[src/rtl/thermal_level_hysteresis_debounce_macros.svh]
// Assertion macros for the RTL. The enclosing module supplies clk and rst.
`ifndef THERMAL_LEVEL_HYSTERESIS_DEBOUNCE_MACROS_SVH
`define THERMAL_LEVEL_HYSTERESIS_DEBOUNCE_MACROS_SVH

`ifndef SYNTHESIS

// Same-cycle implication.
`define TLHD_ASSERT_NOW(label, ante, cons) \
  label: assert property (@(posedge clk) disable iff (rst) (ante) |-> (cons)) \
    else $error("tlhd assertion failed");

// Next-cycle implication.
`define TLHD_ASSERT_NEXT(label, ante, cons) \
  label: assert property (@(posedge clk) disable iff (rst) (ante) |=> (cons)) \
    else $error("tlhd assertion failed");

`else

`define TLHD_ASSERT_NOW(label, ante, cons)
`define TLHD_ASSERT_NEXT(label, ante, cons)

`endif

`endif

[src/rtl/tlhd_pkg.sv]
package tlhd_pkg;

  localparam int TIME_WIDTH = 48;
  localparam int TEMP_WIDTH = 18;
  localparam int DWELL_WIDTH = 16;
  localparam int CFG_INDEX_WIDTH = 3;

  localparam int HYST_DEADBAND = 3000;
  localparam int NEAR_CRIT_BAND = 5000;

  localparam logic [9:0] RED_NORMAL = 10'd0;
  localparam logic [9:0] RED_WARN = 10'd150;
  localparam logic [9:0] RED_THROTTLE = 10'd300;
  localparam logic [9:0] RED_NEAR_CRIT = 10'd500;
  localparam logic [9:0] RED_CRIT = 10'd800;

  localparam logic [TEMP_WIDTH-1:0] WARN_THR_RESET = 18'd70000;
  localparam logic [TEMP_WIDTH-1:0] THROTTLE_THR_RESET = 18'd80000;
  localparam logic [TEMP_WIDTH-1:0] CRIT_THR_RESET = 18'd95000;
  localparam logic [TEMP_WIDTH-1:0] RECOVERY_THR_RESET = 18'd75000;
  localparam logic [DWELL_WIDTH-1:0] COOL_DWELL_RESET = 16'd2000;
  localparam logic [DWELL_WIDTH-1:0] HOT_DWELL_RESET = 16'd500;
  localparam logic [DWELL_WIDTH-1:0] WARN_DWELL_RESET = 16'd1000;

  typedef enum logic [1:0] {
    LVL_NORMAL = 2'd0,
    LVL_WARN = 2'd1,
    LVL_THROTTLE = 2'd2,
    LVL_CRIT = 2'd3
  } level_t;

  typedef enum logic [CFG_INDEX_WIDTH-1:0] {
    REG_WARN_THR = 3'd0,
    REG_THROTTLE_THR = 3'd1,
    REG_CRIT_THR = 3'd2,
    REG_RECOVERY_THR = 3'd3,
    REG_COOL_DWELL = 3'd4,
    REG_HOT_DWELL = 3'd5,
    REG_WARN_DWELL = 3'd6
  } cfg_reg_t;

  typedef struct packed {
    logic signed [18:0] hottest_temp;
    logic [47:0] now_ms;
  } in_t;

  typedef struct packed {
    logic [1:0] thermal_level;
    logic level_changed;
    logic [TEMP_WIDTH-1:0] clamped_temp;
    logic [9:0] reduction_permille;
  } out_t;

  typedef struct packed {
    logic [TEMP_WIDTH-1:0] warn_threshold;
    logic [TEMP_WIDTH-1:0] throttle_threshold;
    logic [TEMP_WIDTH-1:0] critical_threshold;
    logic [TEMP_WIDTH-1:0] recovery_threshold;
    logic [DWELL_WIDTH-1:0] cool_dwell_ms;
    logic [DWELL_WIDTH-1:0] hot_dwell_ms;
    logic [DWELL_WIDTH-1:0] warn_dwell_ms;
  } cfg_t;

  typedef struct packed {
    level_t current_level;
    level_t pending_level;
    logic [TIME_WIDTH-1:0] pending_time;
    logic pending_valid;
  } state_t;

endpackage

[src/rtl/thermal_level_hysteresis_debounce.sv]
// Channel | Direction | Payload            | Handshake
// in      | input     | tlhd_pkg::in_t     | in_valid / in_ready
// out     | output    | tlhd_pkg::out_t    | out_valid / out_ready
// cfg     | input     | cfg_index,cfg_data | cfg_valid / cfg_ready (always ready)
//
// One word per cycle unless the output stalls, limited by the level feedback loop; a word
// passes the input register, then the result register, before its result appears.
// Synchronous reset restores the threshold and dwell defaults, level normal, no timer.
// A stalled output holds the input register; in_ready drops only while both are full.
`include "thermal_level_hysteresis_debounce_macros.svh"

module thermal_level_hysteresis_debounce (
  input  logic                                    clk,
  input  logic                                    rst,
  input  logic                                    in_valid,
  output logic                                    in_ready,
  input  tlhd_pkg::in_t                           in_data,
  output logic                                    out_valid,
  input  logic                                    out_ready,
  output tlhd_pkg::out_t                          out_data,
  input  logic                                    cfg_valid,
  output logic                                    cfg_ready,
  input  logic [tlhd_pkg::CFG_INDEX_WIDTH-1:0]    cfg_index,
  input  logic [tlhd_pkg::TEMP_WIDTH-1:0]         cfg_data
);

  tlhd_pkg::cfg_t   cfg;
  tlhd_pkg::state_t st;
  tlhd_pkg::state_t st_next;
  tlhd_pkg::out_t   result;
  tlhd_pkg::in_t    s1_data;
  logic             s1_valid;
  logic             s1_advance;

  assign cfg_ready = 1'b1;
  assign s1_advance = s1_valid && (!out_valid || out_ready);
  assign in_ready = !s1_valid || s1_advance;

  always_ff @(posedge clk) begin
    if (rst) begin
      cfg.warn_threshold <= tlhd_pkg::WARN_THR_RESET;
      cfg.throttle_threshold <= tlhd_pkg::THROTTLE_THR_RESET;
      cfg.critical_threshold <= tlhd_pkg::CRIT_THR_RESET;
      cfg.recovery_threshold <= tlhd_pkg::RECOVERY_THR_RESET;
      cfg.cool_dwell_ms <= tlhd_pkg::COOL_DWELL_RESET;
      cfg.hot_dwell_ms <= tlhd_pkg::HOT_DWELL_RESET;
      cfg.warn_dwell_ms <= tlhd_pkg::WARN_DWELL_RESET;
    end else if (cfg_valid && cfg_ready) begin
      case (tlhd_pkg::cfg_reg_t'(cfg_index))
        tlhd_pkg::REG_WARN_THR:     cfg.warn_threshold <= cfg_data;
        tlhd_pkg::REG_THROTTLE_THR: cfg.throttle_threshold <= cfg_data;
        tlhd_pkg::REG_CRIT_THR:     cfg.critical_threshold <= cfg_data;
        tlhd_pkg::REG_RECOVERY_THR: cfg.recovery_threshold <= cfg_data;
        tlhd_pkg::REG_COOL_DWELL:   cfg.cool_dwell_ms <= cfg_data[tlhd_pkg::DWELL_WIDTH-1:0];
        tlhd_pkg::REG_HOT_DWELL:    cfg.hot_dwell_ms <= cfg_data[tlhd_pkg::DWELL_WIDTH-1:0];
        tlhd_pkg::REG_WARN_DWELL:   cfg.warn_dwell_ms <= cfg_data[tlhd_pkg::DWELL_WIDTH-1:0];
        default: ;
      endcase
    end
  end

  // Input register.
  always_ff @(posedge clk) begin
    if (rst) begin
      s1_valid <= 1'b0;
    end else if (in_ready) begin
      s1_valid <= in_valid;
    end
  end

  always_ff @(posedge clk) begin
    if (in_valid && in_ready) begin
      s1_data <= in_data;
    end
  end

  tlhd_decide u_decide (
    .cfg     (cfg),
    .st      (st),
    .sample  (s1_data),
    .st_next (st_next),
    .result  (result)
  );

  always_ff @(posedge clk) begin
    if (rst) begin
      st.current_level <= tlhd_pkg::LVL_NORMAL;
      st.pending_level <= tlhd_pkg::LVL_NORMAL;
      st.pending_time <= '0;
      st.pending_valid <= 1'b0;
    end else if (s1_advance) begin
      st <= st_next;
    end
  end

  // Result register.
  always_ff @(posedge clk) begin
    if (rst) begin
      out_valid <= 1'b0;
    end else if (s1_advance) begin
      out_valid <= 1'b1;
    end else if (out_ready) begin
      out_valid <= 1'b0;
    end
  end

  always_ff @(posedge clk) begin
    if (s1_advance) begin
      out_data <= result;
    end
  end

  `TLHD_ASSERT_NEXT(a_out_tracks_level, s1_advance,
    out_valid && out_data.thermal_level == st.current_level)
  `TLHD_ASSERT_NOW(a_pending_differs, st.pending_valid,
    st.pending_level != st.current_level)
  `TLHD_ASSERT_NOW(a_no_crit_pending, st.pending_valid,
    st.pending_level != tlhd_pkg::LVL_CRIT)
  `TLHD_ASSERT_NEXT(a_s1_holds, s1_valid && !s1_advance,
    s1_valid && $stable(s1_data))

endmodule

[src/rtl/tlhd_decide.sv]
module tlhd_decide (
  input  tlhd_pkg::cfg_t   cfg,
  input  tlhd_pkg::state_t st,
  input  tlhd_pkg::in_t    sample,
  output tlhd_pkg::state_t st_next,
  output tlhd_pkg::out_t   result
);

  logic [tlhd_pkg::TEMP_WIDTH-1:0] t;
  logic [tlhd_pkg::TEMP_WIDTH:0] t_ext;
  logic [tlhd_pkg::TEMP_WIDTH:0] t_hyst;
  logic [tlhd_pkg::TEMP_WIDTH:0] t_near;
  logic [tlhd_pkg::TIME_WIDTH-1:0] now;
  logic [tlhd_pkg::TIME_WIDTH-1:0] elapsed;
  logic [tlhd_pkg::DWELL_WIDTH-1:0] dwell;
  tlhd_pkg::level_t measured;
  tlhd_pkg::level_t proposed;
  tlhd_pkg::level_t cur;
  tlhd_pkg::level_t lvl;
  logic restart;

  // Negative samples read as zero.
  assign t = sample.hottest_temp[18] ? '0 : sample.hottest_temp[tlhd_pkg::TEMP_WIDTH-1:0];
  assign t_ext = {1'b0, t};
  // Compare t + band >= threshold so that a small threshold cannot wrap.
  assign t_hyst = t_ext + (tlhd_pkg::TEMP_WIDTH+1)'(tlhd_pkg::HYST_DEADBAND);
  assign t_near = t_ext + (tlhd_pkg::TEMP_WIDTH+1)'(tlhd_pkg::NEAR_CRIT_BAND);
  assign now = sample.now_ms[tlhd_pkg::TIME_WIDTH-1:0];
  assign elapsed = now - st.pending_time;
  assign cur = st.current_level;

  always_comb begin
    if (t >= cfg.critical_threshold) begin
      measured = tlhd_pkg::LVL_CRIT;
    end else if (t >= cfg.throttle_threshold) begin
      measured = tlhd_pkg::LVL_THROTTLE;
    end else if (t >= cfg.warn_threshold) begin
      measured = tlhd_pkg::LVL_WARN;
    end else begin
      measured = tlhd_pkg::LVL_NORMAL;
    end
  end

  always_comb begin
    if (measured >= cur) begin
      proposed = measured;
    end else if (cur == tlhd_pkg::LVL_CRIT && t_hyst >= {1'b0, cfg.critical_threshold}) begin
      proposed = tlhd_pkg::LVL_CRIT;
    end else if (cur >= tlhd_pkg::LVL_THROTTLE && measured < tlhd_pkg::LVL_THROTTLE &&
                 t >= cfg.recovery_threshold) begin
      proposed = tlhd_pkg::LVL_THROTTLE;
    end else if (cur >= tlhd_pkg::LVL_WARN && measured == tlhd_pkg::LVL_NORMAL &&
                 t_hyst >= {1'b0, cfg.warn_threshold}) begin
      proposed = tlhd_pkg::LVL_WARN;
    end else begin
      proposed = measured;
    end
  end

  always_comb begin
    if (proposed < cur) begin
      dwell = cfg.cool_dwell_ms;
    end else if (proposed >= tlhd_pkg::LVL_THROTTLE) begin
      dwell = cfg.hot_dwell_ms;
    end else begin
      dwell = cfg.warn_dwell_ms;
    end
  end

  assign restart = (st.pending_level != proposed) || !st.pending_valid ||
                   (now < st.pending_time);

  always_comb begin
    st_next = st;
    lvl = cur;
    if (proposed == cur) begin
      st_next.pending_level = cur;
      st_next.pending_valid = 1'b0;
    end else if (proposed == tlhd_pkg::LVL_CRIT) begin
      // Critical skips the dwell.
      st_next.pending_level = proposed;
      st_next.pending_valid = 1'b0;
      lvl = proposed;
    end else if (restart) begin
      st_next.pending_level = proposed;
      st_next.pending_time = now;
      st_next.pending_valid = 1'b1;
    end else if (elapsed >= {{(tlhd_pkg::TIME_WIDTH-tlhd_pkg::DWELL_WIDTH){1'b0}}, dwell}) begin
      st_next.pending_level = proposed;
      st_next.pending_valid = 1'b0;
      lvl = proposed;
    end
    st_next.current_level = lvl;
  end

  always_comb begin
    result.thermal_level = lvl;
    result.level_changed = (lvl != cur);
    result.clamped_temp = t;
    case (lvl)
      tlhd_pkg::LVL_WARN:     result.reduction_permille = tlhd_pkg::RED_WARN;
      tlhd_pkg::LVL_THROTTLE: result.reduction_permille =
          (t_near >= {1'b0, cfg.critical_threshold}) ? tlhd_pkg::RED_NEAR_CRIT
                                                      : tlhd_pkg::RED_THROTTLE;
      tlhd_pkg::LVL_CRIT:     result.reduction_permille = tlhd_pkg::RED_CRIT;
      default:                result.reduction_permille = tlhd_pkg::RED_NORMAL;
    endcase
  end

endmodule
[config.mk]
export PLATFORM = sky130hd
export DESIGN_NAME = thermal_level_hysteresis_debounce
export DESIGN_NICKNAME = d
export VERILOG_FILES = /design/src/rtl/tlhd_pkg.sv /design/src/rtl/thermal_level_hysteresis_debounce.sv /design/src/rtl/tlhd_decide.sv
export VERILOG_INCLUDE_DIRS = /design/src /design/src/rtl
export SDC_FILE = /design/constraint.sdc
export NUM_CORES = 1
export LEC_CHECK = 0
export BUFFER_PORTS_ARGS = -buffer_cell sky130_fd_sc_hd__buf_2
export CAP_MARGIN = 20
export CORE_UTILIZATION = 45
export CTS_CLUSTER_DIAMETER = 100
export DETAILED_ROUTE_END_ITERATION = 8
export PLACE_DENSITY_LB_ADDON = 0.25
export SLEW_MARGIN = 20
export SYNTH_ARGS = -nofsm -noshare
export SYNTH_HDL_FRONTEND = slang
export SYNTH_SLANG_ARGS = --single-unit
[constraint.sdc]
create_clock -name clk -period 15.5 [get_ports clk]
set_clock_uncertainty 0.2 [all_clocks]
set_input_delay 4.65 -clock clk [delete_from_list [all_inputs] [get_ports clk]]
set_output_delay 4.65 -clock clk [all_outputs]
set_load 0.05 [all_outputs]
==> results of run 1 <==
-- per-stage QoR --
stage                     power, mW   util  instance area (um^2)
after floorplan                1.11      -                 16900
after global placement         1.21  0.486                 17900
after detailed placement       1.22  0.486                 17900
after CTS                      1.96  0.514                 18900
after global routing           2.04  0.514                 18900
final                          1.94  0.514                 18900
-- logic make-up (layout without fill, tap and decap cells) --
kind of cell             after synthesis  in the layout  synth area share
AND/OR/NAND/NOR                      680            680             0.188
multiplexers                          71             71            0.0420
AO/OA/AOI/OAI                        469            469             0.176
buffers and inverters                239            348            0.0556
XOR/XNOR                              56             56            0.0290
flip-flops                           270            270             0.376
other                                  2              5          0.000444
adder cells (fa/ha/maj)              181            181             0.134
-- power groups by stage --
stage               Combinational, mW  Clock (mW)  Sequential, mW
floorplan                       0.296           0           0.811
global placement                0.412           0           0.802
detailed placement              0.420           0           0.803
CTS                             0.422       0.754           0.788
global route                    0.473       0.778           0.791
finish                          0.422       0.734           0.788
-- registers in the layout (all words and copies together) (netlist names) --
| signal | cells |
|---|---|
| s1_valid | 1 |
| cfg | 120 |
| out_valid | 1 |
| out_data | 28 |
| st | 53 |
| s1_data | 67 |
-- routing by layer --
metal / GRT usage / vias to the layer above / wire length (um)
met2: 0.391 / 358 / 20500
met4: 0.0816 / 0 / 1390
li1: - / 7139 / -
met3: 0.0289 / 80 / 1970
met5: 0 / - / 0
met1: 0.304 / 6716 / 20600
-- synth_stat cells (all sizes together) (5+ instances only) --
cell type	number	area [um^2]
a311oi	5	43.8
a21o	27	203
dfxtp	175	3500
xor2	22	193
nand2	293	1100
nand2b	29	181
o211ai	15	113
nor2	154	578
nand3	26	130
nor4	12	75.1
edfxtp	95	2850
o21ai	75	379
buf	22	125
xnor2	34	298
ha	176	2200
o21a	24	180
or3	9	56.3
nand3b	29	218
nand4	39	244
nor3	27	145
o31ai	9	67.6
and3	8	50.1
mux2i	71	711
clkbuf	61	230
o21bai	13	97.6
a211o	25	219
nor2b	26	170
a21oi	200	1010
and2	8	50.1
inv	156	586
a211oi	12	100
a31oi	7	43.8
-- worst max-delay path by stage --
| stage | slack (ns) | startpoint | depth (start not counted) | end |
|---|---|---|---|---|
| after floorplan | 5.50 | out_ready | 2 | in_ready |
| after global placement | 5.23 | s1_data[66]$_DFFE_PP_ | 37 | out_data[7]$_DFFE_PP_ |
| after detailed placement | 5.07 | s1_data[66]$_DFFE_PP_ | 38 | out_data[7]$_DFFE_PP_ |
| after CTS | 5.02 | s1_data[66]$_DFFE_PP_ | 38 | out_data[7]$_DFFE_PP_ |
| after global routing | 4.14 | s1_data[66]$_DFFE_PP_ | 38 | out_data[7]$_DFFE_PP_ |
| final | 5.05 | s1_data[66]$_DFFE_PP_ | 38 | out_data[7]$_DFFE_PP_ |
-- tightest hold or removal path, cell delays in order, from the launching register on --
cell	delay, ns
dfxtp_1	0.31
nand2_1	0.05
a21oi_1	0.05
-- layout make-up --
cell class	instances	area [um^2]
diodes	3	7.51
multi-input cells	1459	9640
inverters	156	586
clock buffers	35	779
repair buffers	136	713
flip-flops and latches	270	6360
well taps	468	586
fillers	3486	17900
clock inverters	21	240
==> metrics.txt, run 1 <==
number of setup buffers added after CTS 0; Slew @ Worst Pin roughly 1.1 ns; Initial Util 0.460; IO Pins 127; TNS Setup 0 ns; Reg power frac 0.405; Total Wirelength 44,400 um; most frequent cells in the layout 293 x nand2_1, 197 x a21oi_1, 176 x ha_1, 175 x dfxtp_1, 153 x nor2_1; Slew headroom 0.291; DRT Pass-1 Iters 5; Crit-path slowest cell nor2b_1; CTS tree built; period utilization 0.674; Buffers on Ports 124; hold crit path type reg -> reg; CP peak stage delay roughly 0.80 ns; placeable core region around 37,000 um^2; power per cell area 103 nW/um^2; Routed Antenna Nets 0; Fmax 95.7 MHz; Worst Path Max Fanout 34; hold_sp cfg[77]$_SDFFE_PP0P_; Nets ~2,300; dpl hpwl 33,400 um; Finished Layout Cells 2,548; root buffer cell clkbuf_16; Worst-Skew Late Latency 0.59 ns; vias per inst 5.61; max-slew violation count 0; CTS Hold Bufs 0; Async SR Flop Fraction 0; Tmin final 10.45 ns; RSZ-0062 raised after global routing no; largest delay contributor family on the critical path compound AO/OA/AOI/OAI gates; largest net degree at the start of global routing 105; reg-to-reg slack, setup 5.05 ns; drt drc 0; max-cap violations 0; Post-Place Cells roughly 2,500; DRT iter0 DRCs 721; global-route usage over all layers 0.231; reg2reg end out_data[7]$_DFFE_PP_; pre-CTS setup slack between 5 and 6 ns; H-tree depth 1; CP required 15.62 ns; cell mode on critical path ha_1; setup ws final a little over 5 ns; critical path class reg -> reg; Crit path arrival time 10.57 ns; Row Count 70; final RePlAce weighted congestion 0.941; post-synthesis sequential area ratio 0.376; Mean Syn Cell Area 8.59 um^2; Die Wd 196 um; buffers plus inverters on the worst setup path 5; #FFs+latches synth 270; total CTS buffers 30; # clock sinks 270; Setup violations, final 0; WHS Path Cells 2; clk buf depth 3; Lkg Pwr ~7.7 nW; Final Hold Viols 0; Worst Setup End Kind flop; routed length per instance 17.4 um; hold endpoint cfg[77]$_SDFFE_PP0P_; CP startpoint kind flop; number of global-route vias before repair about 14,000; initial antenna violation count 4; post-CTS sizing 0; worst reg2reg path startpoint s1_data[66]$_DFFE_PP_; Logic pwr share 0.217; Synth Flop Type dfxtp_1; Sw Share 0.297; number of synthesized flops with an enable pin 95; run status completed; Int Power 1.37 mW; R2R depth 38; Die Y-Extent 196 um; Clock power frac 0.378; Switching Power a little under 600 uW; vias 14,300; die area 38,400 um^2; global-route wire length before repair 72,100 um; Netlist cell types 93; layout cell share with drive strength beyond 1 0.0997; post-synth net total between 2,000 and 2,500; Post-Synthesis Cells 1,968; Peak VDD IR ~0.10 mV; Syn Std Cell Area 16,900 um^2; clock slew at reported path FFs 0.06 ns; Hold WS 0.254 ns; area delta synth->final 11.8%; global route total overflow 0; most common cell after layout, fill and taps aside nand2_1; YS warnings 0
No activity file was read; power rests on OpenSTA's default activity.
==> run 2: changes to the inputs <==
==> constraint.sdc (replaced) <==
create_clock -name clk -period 9.3 [get_ports clk]
set_clock_uncertainty 0.2 [all_clocks]
set_input_delay 2.79 -clock clk [delete_from_list [all_inputs] [get_ports clk]]
set_output_delay 2.79 -clock clk [all_outputs]
set_load 0.05 [all_outputs]
==> metrics.txt, run 2 (same netlist as run 1, synthesis figures left out) <==
placed cell area 18,000 um^2 (+0.57%); Reg area 6360 um^2 (unchanged); Regs by FF count cfg x120, s1_data x67, st x53; most frequent cells in the layout 293 x nand2_1, 196 x a21oi_1, 176 x ha_1, 175 x dfxtp_1; number of global-route vias before repair 13,900 (-1.1%); Tmin final 9.06 ns (-1.40 ns); hold endpoint cfg[19]$_SDFFE_PP0P_; Switching Power 971 uW (+68%); Largest register FFs 120 (unchanged); Fillers 3,452 (-0.98%); Total Wirelength 44,600 um (+0.31%); Slew @ Worst Pin 1.06 ns (-0.00204 ns); WHS Path Cells 2 (unchanged); R2R depth 41 (+7.9%); max-slew violation count 0 (unchanged); cell mode on critical path ha_1; root buffer cell clkbuf_16; multi-input logic area 9710 um^2 (+0.64%); Hold WS 0.253 ns (-0.000831 ns); Peak VDD IR 0.147 mV (+46%); reg2reg end out_data[7]$_DFFE_PP_; Crit path arrival time 9.18 ns (-1.39 ns); worst reg2reg path startpoint s1_data[66]$_DFFE_PP_; CP required 9.42 ns (-6.20 ns); Sw Share 0.293 (-0.00341); Int Power 2.34 mW (+71%); Final Power 3.31 mW (+70%); Die Wd 196 um (unchanged); Row Count 70 (unchanged); largest net degree at the start of global routing 112 (+6.7%); Clock power frac 0.386 (+0.008); Initial Util 0.460 (unchanged); hold_sp cfg[19]$_SDFFE_PP0P_; Fmax 110 MHz (+15%); Final Cell Area 19,200 um^2 (+1.4%); Lkg Pwr 7.83 nW (+1.7%); clk buf depth 3 (unchanged); vias 14,300 (+0.021%); power per cell area 173 nW/um^2 (+68%); placeable core region 36,800 um^2 (unchanged); Die Y-Extent 196 um (unchanged); Routed Antenna Nets 0 (unchanged); area delta synth->final 13.4%; routed length per instance 17.4 um (-0.36%); # clock sinks 270 (unchanged); reg-to-reg slack, setup 0.24 ns (-4.80 ns); Setup violations, final 0 (unchanged); drt drc 0 (unchanged); final RePlAce weighted congestion 0.908 (-3.5%); period utilization 0.974 (+0.299); layout cell share with drive strength beyond 1 0.117 (+0.0169); Buffers on Ports 124 (unchanged); CP peak stage delay 0.42 ns (-0.38 ns); clock slew at reported path FFs 0.06 ns (about the same); H-tree depth 1 (unchanged); die area 38,400 um^2 (unchanged); Crit-path slowest cell o311ai_4; Slew headroom 0.292 (+0.00136); CTS Hold Bufs 0 (unchanged); Worst-Skew Late Latency 0.58 ns (about the same); Logic pwr share 0.218 (about the same); vias per inst 5.57 (-0.64%); DRT iter0 DRCs 1,104 (+53%); global route total overflow 0 (unchanged); Nets 2,341 (+0.77%); max-cap violations 0 (unchanged); total CTS buffers 31 (+3.3%); Final Hold Viols 0 (unchanged); CP startpoint kind flop; DRT Pass-1 Iters 7 (+2); dpl hpwl 33,400 um (about the same); CTS tree built; critical path class reg -> reg; Worst Path Max Fanout 32 (-5.9%); run status completed; global-route usage over all layers 0.231 (-0.000502); TNS Setup 0 ns (unchanged); Finished Core Util 0.521 (+0.00728); WP depth 41 (+7.9%); hold crit path type reg -> reg; global-route wire length before repair 71,800 um (-0.39%); most common cell after layout, fill and taps aside nand2_1; largest delay contributor family on the critical path compound AO/OA/AOI/OAI gates; largest reg by FF count cfg; Worst Setup End Kind flop; IO Pins 127 (unchanged); Reg power frac 0.396 (-0.009); initial antenna violation count 4 (unchanged); buffers plus inverters on the worst setup path 7 (+2)
## run 2: changes by cell type in the layout (fill, tap and decap cells not counted), moves of 3 or more
cell,before,now
nor2b_2,0,5
inv_6,0,3
buf_4,13,28
clkbuf_8,1,7
clkbuf_16,30,33
nor2b_1,25,20
clkinv_1,8,0
## run 2: timing repair
| action | in CTS | in global routing |
|---|---|---|
| pin swaps | 0 | 2 |
| buffers inserted | 1 | 4 |
| cloned | 0 | 0 |
| gates resized for setup | 1 | 16 |
| endpoints found under the setup margin | 2 | 8 |
## run 2: cell type report
class | count | area share
tap | 468 | 0.0305
timing repair buffer | 153 | 0.0444
sequential | 270 | 0.331
multi-input combinational | 1459 | 0.506
inverter | 156 | 0.0305
antenna | 3 | 0.000391
clock buffer | 45 | 0.0491
clock inverter | 11 | 0.00770
## run 2: power by group through the flow
stage          Combinational, mW  Sequential (mW)  Clock (mW)
6_report                   0.721             1.31        1.28
5_1_grt                    0.803             1.32        1.35
4_1_cts                    0.711             1.31        1.31
3_5_place_dp               0.706             1.34           0
3_3_place_gp               0.693             1.34           0
2_1_floorplan              0.493             1.35           0
## run 2: worst min-delay path, stage by stage, from the launching register on
cell,delay (ns)
dfxtp_1,0.30
nand2_1,0.05
a21oi_1,0.05
## run 2: how the worst max path moves through the flow
stage,end,from
after global placement,out_data[7]$_DFFE_PP_,s1_data[66]$_DFFE_PP_
after CTS,out_data[7]$_DFFE_PP_,s1_data[66]$_DFFE_PP_
final,out_data[7]$_DFFE_PP_,s1_data[66]$_DFFE_PP_
after detailed placement,out_data[7]$_DFFE_PP_,s1_data[66]$_DFFE_PP_
after floorplan,out_data[7]$_DFFE_PP_,s1_data[66]$_DFFE_PP_
after global routing,out_data[7]$_DFFE_PP_,s1_data[66]$_DFFE_PP_
## run 2: routing by layer
layer / GRT usage / vias up / routed length (um)
met3: 0.0301 / 82 / 2070
met1: 0.308 / 6665 / 20600
met5: 0 / - / 8
met2: 0.382 / 384 / 20500
li1: - / 7163 / -
met4: 0.0842 / 2 / 1500
## run 2: per-stage QoR
step | worst slack, ns | instances
2_1_floorplan | 0.743 | 1968
3_3_place_gp | 0.0945 | 2500
3_5_place_dp | -0.181 | 2501
4_1_cts | 0.132 | 2558
5_1_grt | -0.0844 | 2565
6_report | 0.243 | 2565
==> run 3: changes to the inputs <==
--- a/config.mk
+++ b/config.mk
@@ -11,8 +11,9 @@
 export CORE_UTILIZATION = 45
 export CTS_CLUSTER_DIAMETER = 100
 export DETAILED_ROUTE_END_ITERATION = 8
-export PLACE_DENSITY_LB_ADDON = 0.25
+export PLACE_DENSITY = 0.72
 export SLEW_MARGIN = 20
 export SYNTH_ARGS = -nofsm -noshare
 export SYNTH_HDL_FRONTEND = slang
+export SYNTH_HIERARCHICAL = 1
 export SYNTH_SLANG_ARGS = --single-unit
==> metrics.txt, run 3 <==
initial antenna violation count 1 (-3); Hold WS 0.253 ns (+0.000218 ns); Routed Antenna Nets 0 (unchanged); Switching Power 1.05 mW (+8.3%); Synth area leader dfxtp_1; Final Hold Viols 0 (unchanged); CP startpoint kind flop; Worst Setup End Kind flop; vias per inst 5.59 (+0.26%); Slew headroom 0.360 (+0.0681); cell mode on critical path a21oi_1; CTS tree built; max-cap violations 0 (unchanged); IO Pins 127 (unchanged); Final Cell Area 20,200 um^2 (+5.4%); post-synthesis sequential area ratio 0.354 (-0.0221); Netlist cell types 98 (+5.4%); global route total overflow 0 (unchanged); layout cell share with drive strength beyond 1 0.133 (+0.0168); routed length per instance 17.8 um (+2.4%); placeable core region 39,800 um^2 (+8.3%); cell with the most instances after synthesis nand2_1; Tmin final 8.75 ns (-0.308 ns); YS warnings 6 (+6); diodes inserted 0 (-3); Fmax 114 MHz (+3.5%); Sw Share 0.310 (+0.0163); global-route wire length before repair 77,200 um (+7.5%); TNS Setup 0 ns (unchanged); die area 41,300 um^2 (+7.7%); post-synth net total 2,375 (+6.1%); # clock sinks 273 (+1.1%); top post-synthesis cells by count 272 x nand2_1, 255 x a21oi_1, 178 x ha_1; area share of the largest cell type after synthesis 0.192 (-0.0149); vias 15,200 (+6.4%); RSZ-0062 raised after global routing no; critical path class reg -> reg; Reg power frac 0.393 (-0.003); max-slew violation count 0 (unchanged); Setup violations, final 0 (unchanged); global-route usage over all layers 0.230 (-0.000454); largest net degree at the start of global routing 160 (+43%); Largest register FFs 120 (unchanged); Syn Std Cell Area 18,200 um^2 (+7.8%); Int Power 2.34 mW (+0.23%); Row Count 73 (+4.3%); dpl hpwl 36,200 um (+8.3%); H-tree depth 1 (unchanged); most frequent cells in the layout 272 x nand2_1, 252 x a21oi_1, 178 x ha_1, 175 x dfxtp_1, 151 x inv_1; clk buf depth 3 (unchanged); pre-CTS setup slack 0.0970 ns (+0.278 ns); Crit path arrival time 8.96 ns (-0.22 ns); largest reg by FF count cfg; period utilization 0.941 (-0.0331); Nets 2,445 (+4.4%); number of synthesized flops with an enable pin 98 (+3.2%); Clock power frac 0.361 (-0.025); reg-to-reg slack, setup 0.55 ns (+0.31 ns); Peak VDD IR 0.136 mV (-7.5%); Total Wirelength 48,500 um (+8.7%); Regs by FF count cfg x120, s1_data x67, st x53; Crit-path slowest cell edfxtp_1; run status completed; Lkg Pwr 7.97 nW (+1.9%); DRT Pass-1 Iters 5 (-2); Die Wd 203 um (+3.8%); root buffer cell clkbuf_16; hold crit path type reg -> reg; Initial Util 0.458 (-0.00212); largest cells by area after synthesis dfxtp_1 19%, edfxtp_1 16%, ha_1 12%; clock slew at reported path FFs 0.06 ns (about the same); number of global-route vias before repair 14,700 (+6.1%); Logic pwr share 0.246 (+0.028); Async SR Flop Fraction 0 (unchanged); Mean Syn Cell Area 8.67 um^2 (+0.84%); Die Y-Extent 203 um (+3.8%); total CTS buffers 31 (unchanged); area delta synth->final 10.9%; final RePlAce weighted congestion 0.919 (+1.3%); Slew @ Worst Pin 0.959 ns (-0.103 ns); CP peak stage delay 0.48 ns (+0.06 ns); most common cell after layout, fill and taps aside nand2_1; Buffers on Ports 125 (+0.81%); CTS Hold Bufs 0 (unchanged); placed cell area 19,100 um^2 (+6.4%); drt drc 0 (unchanged); Post-Synthesis Cells 2,103 (+6.9%); #FFs+latches synth 273 (+1.1%); DRT iter0 DRCs 1,035 (-6.3%); setup ws final 0.551 ns (+0.308 ns); Synth Flop Type dfxtp_1; Worst Path Max Fanout 32 (unchanged); CP required 9.52 ns (+0.10 ns); Worst-Skew Late Latency 0.59 ns (about the same); power per cell area 168 nW/um^2 (-2.6%)
[run 3: per-layer routing]
| layer | track usage | vias to the layer above | routed length, um |
|---|---|---|---|
| met5 | 0.00119 | - | 13 |
| met4 | 0.0749 | 2 | 1510 |
| met3 | 0.0268 | 89 | 2210 |
| met2 | 0.383 | 417 | 22500 |
| met1 | 0.310 | 7129 | 22200 |
| li1 | - | 7574 | - |
[run 3: worst paths after layout]
path / startpoint / end / cells after the start
max: s1_data[66]$_DFFE_PP_ / out_data[7]$_DFFE_PP_ / 39
min: cfg[83]$_SDFFE_PP0P_ / cfg[83]$_SDFFE_PP0P_ / 2
max reg2reg: s1_data[66]$_DFFE_PP_ / out_data[7]$_DFFE_PP_ / 39
min reg2reg: cfg[83]$_SDFFE_PP0P_ / cfg[83]$_SDFFE_PP0P_ / 2
[run 3: critical path, delay by kind of cell (launching register included)]
family / cells / cell delay [ns]
DFF: 1 / 0.48
AOI/OAI and AO/OA: 18 / 3.43
and+or+nand+nor: 13 / 2.41
buffers and inverters: 3 / 0.68
xor gates and xnor gates: 1 / 0.24
adders and majority gates: 4 / 1.12
[run 3: timing repair]
action                                  CTS  global route
buffers inserted                          0             3
gates resized for setup                   0            13
endpoints found under the setup margin    0            13
[run 3: stage by stage]
| stage | util | power (mW) | instances |
|---|---|---|---|
| floorplan | - | 1.98 | 2103 |
| global placement | 0.480 | 2.16 | 2662 |
| detailed placement | 0.480 | 2.18 | 2662 |
| CTS | 0.506 | 3.41 | 2719 |
| global route | 0.508 | 3.56 | 2722 |
| finish | 0.508 | 3.40 | 2722 |
[run 3: kinds of logic after synthesis]
| logic type | count (synthesis) | synth area share |
|---|---|---|
| AO/OA/AOI/OAI | 516 | 0.177 |
| AND/OR/NAND/NOR | 712 | 0.195 |
| buffers and inverters | 262 | 0.0619 |
| other | 2 | 0.000412 |
| XOR/XNOR | 50 | 0.0240 |
| adder cells (fa/ha/maj) | 181 | 0.124 |
| multiplexers | 107 | 0.0637 |
| flip-flops | 273 | 0.354 |
[run 3: final cells by class]
type | instances | area [um^2]
fill | 3749 | 19600
sequential | 273 | 6450
multi-input combinational | 1568 | 10700
inverter | 156 | 588
tap | 525 | 657
clock inverter | 17 | 150
clock buffer | 40 | 871
timing repair buffer | 143 | 768
[run 3: power by group through the flow]
stage,clock (mW),sequential [mW],combinational (mW)
after global placement,0,1.36,0.801
after floorplan,0,1.37,0.602
final,1.23,1.33,0.835
after CTS,1.26,1.33,0.826
after global routing,1.30,1.34,0.921
after detailed placement,0,1.36,0.820
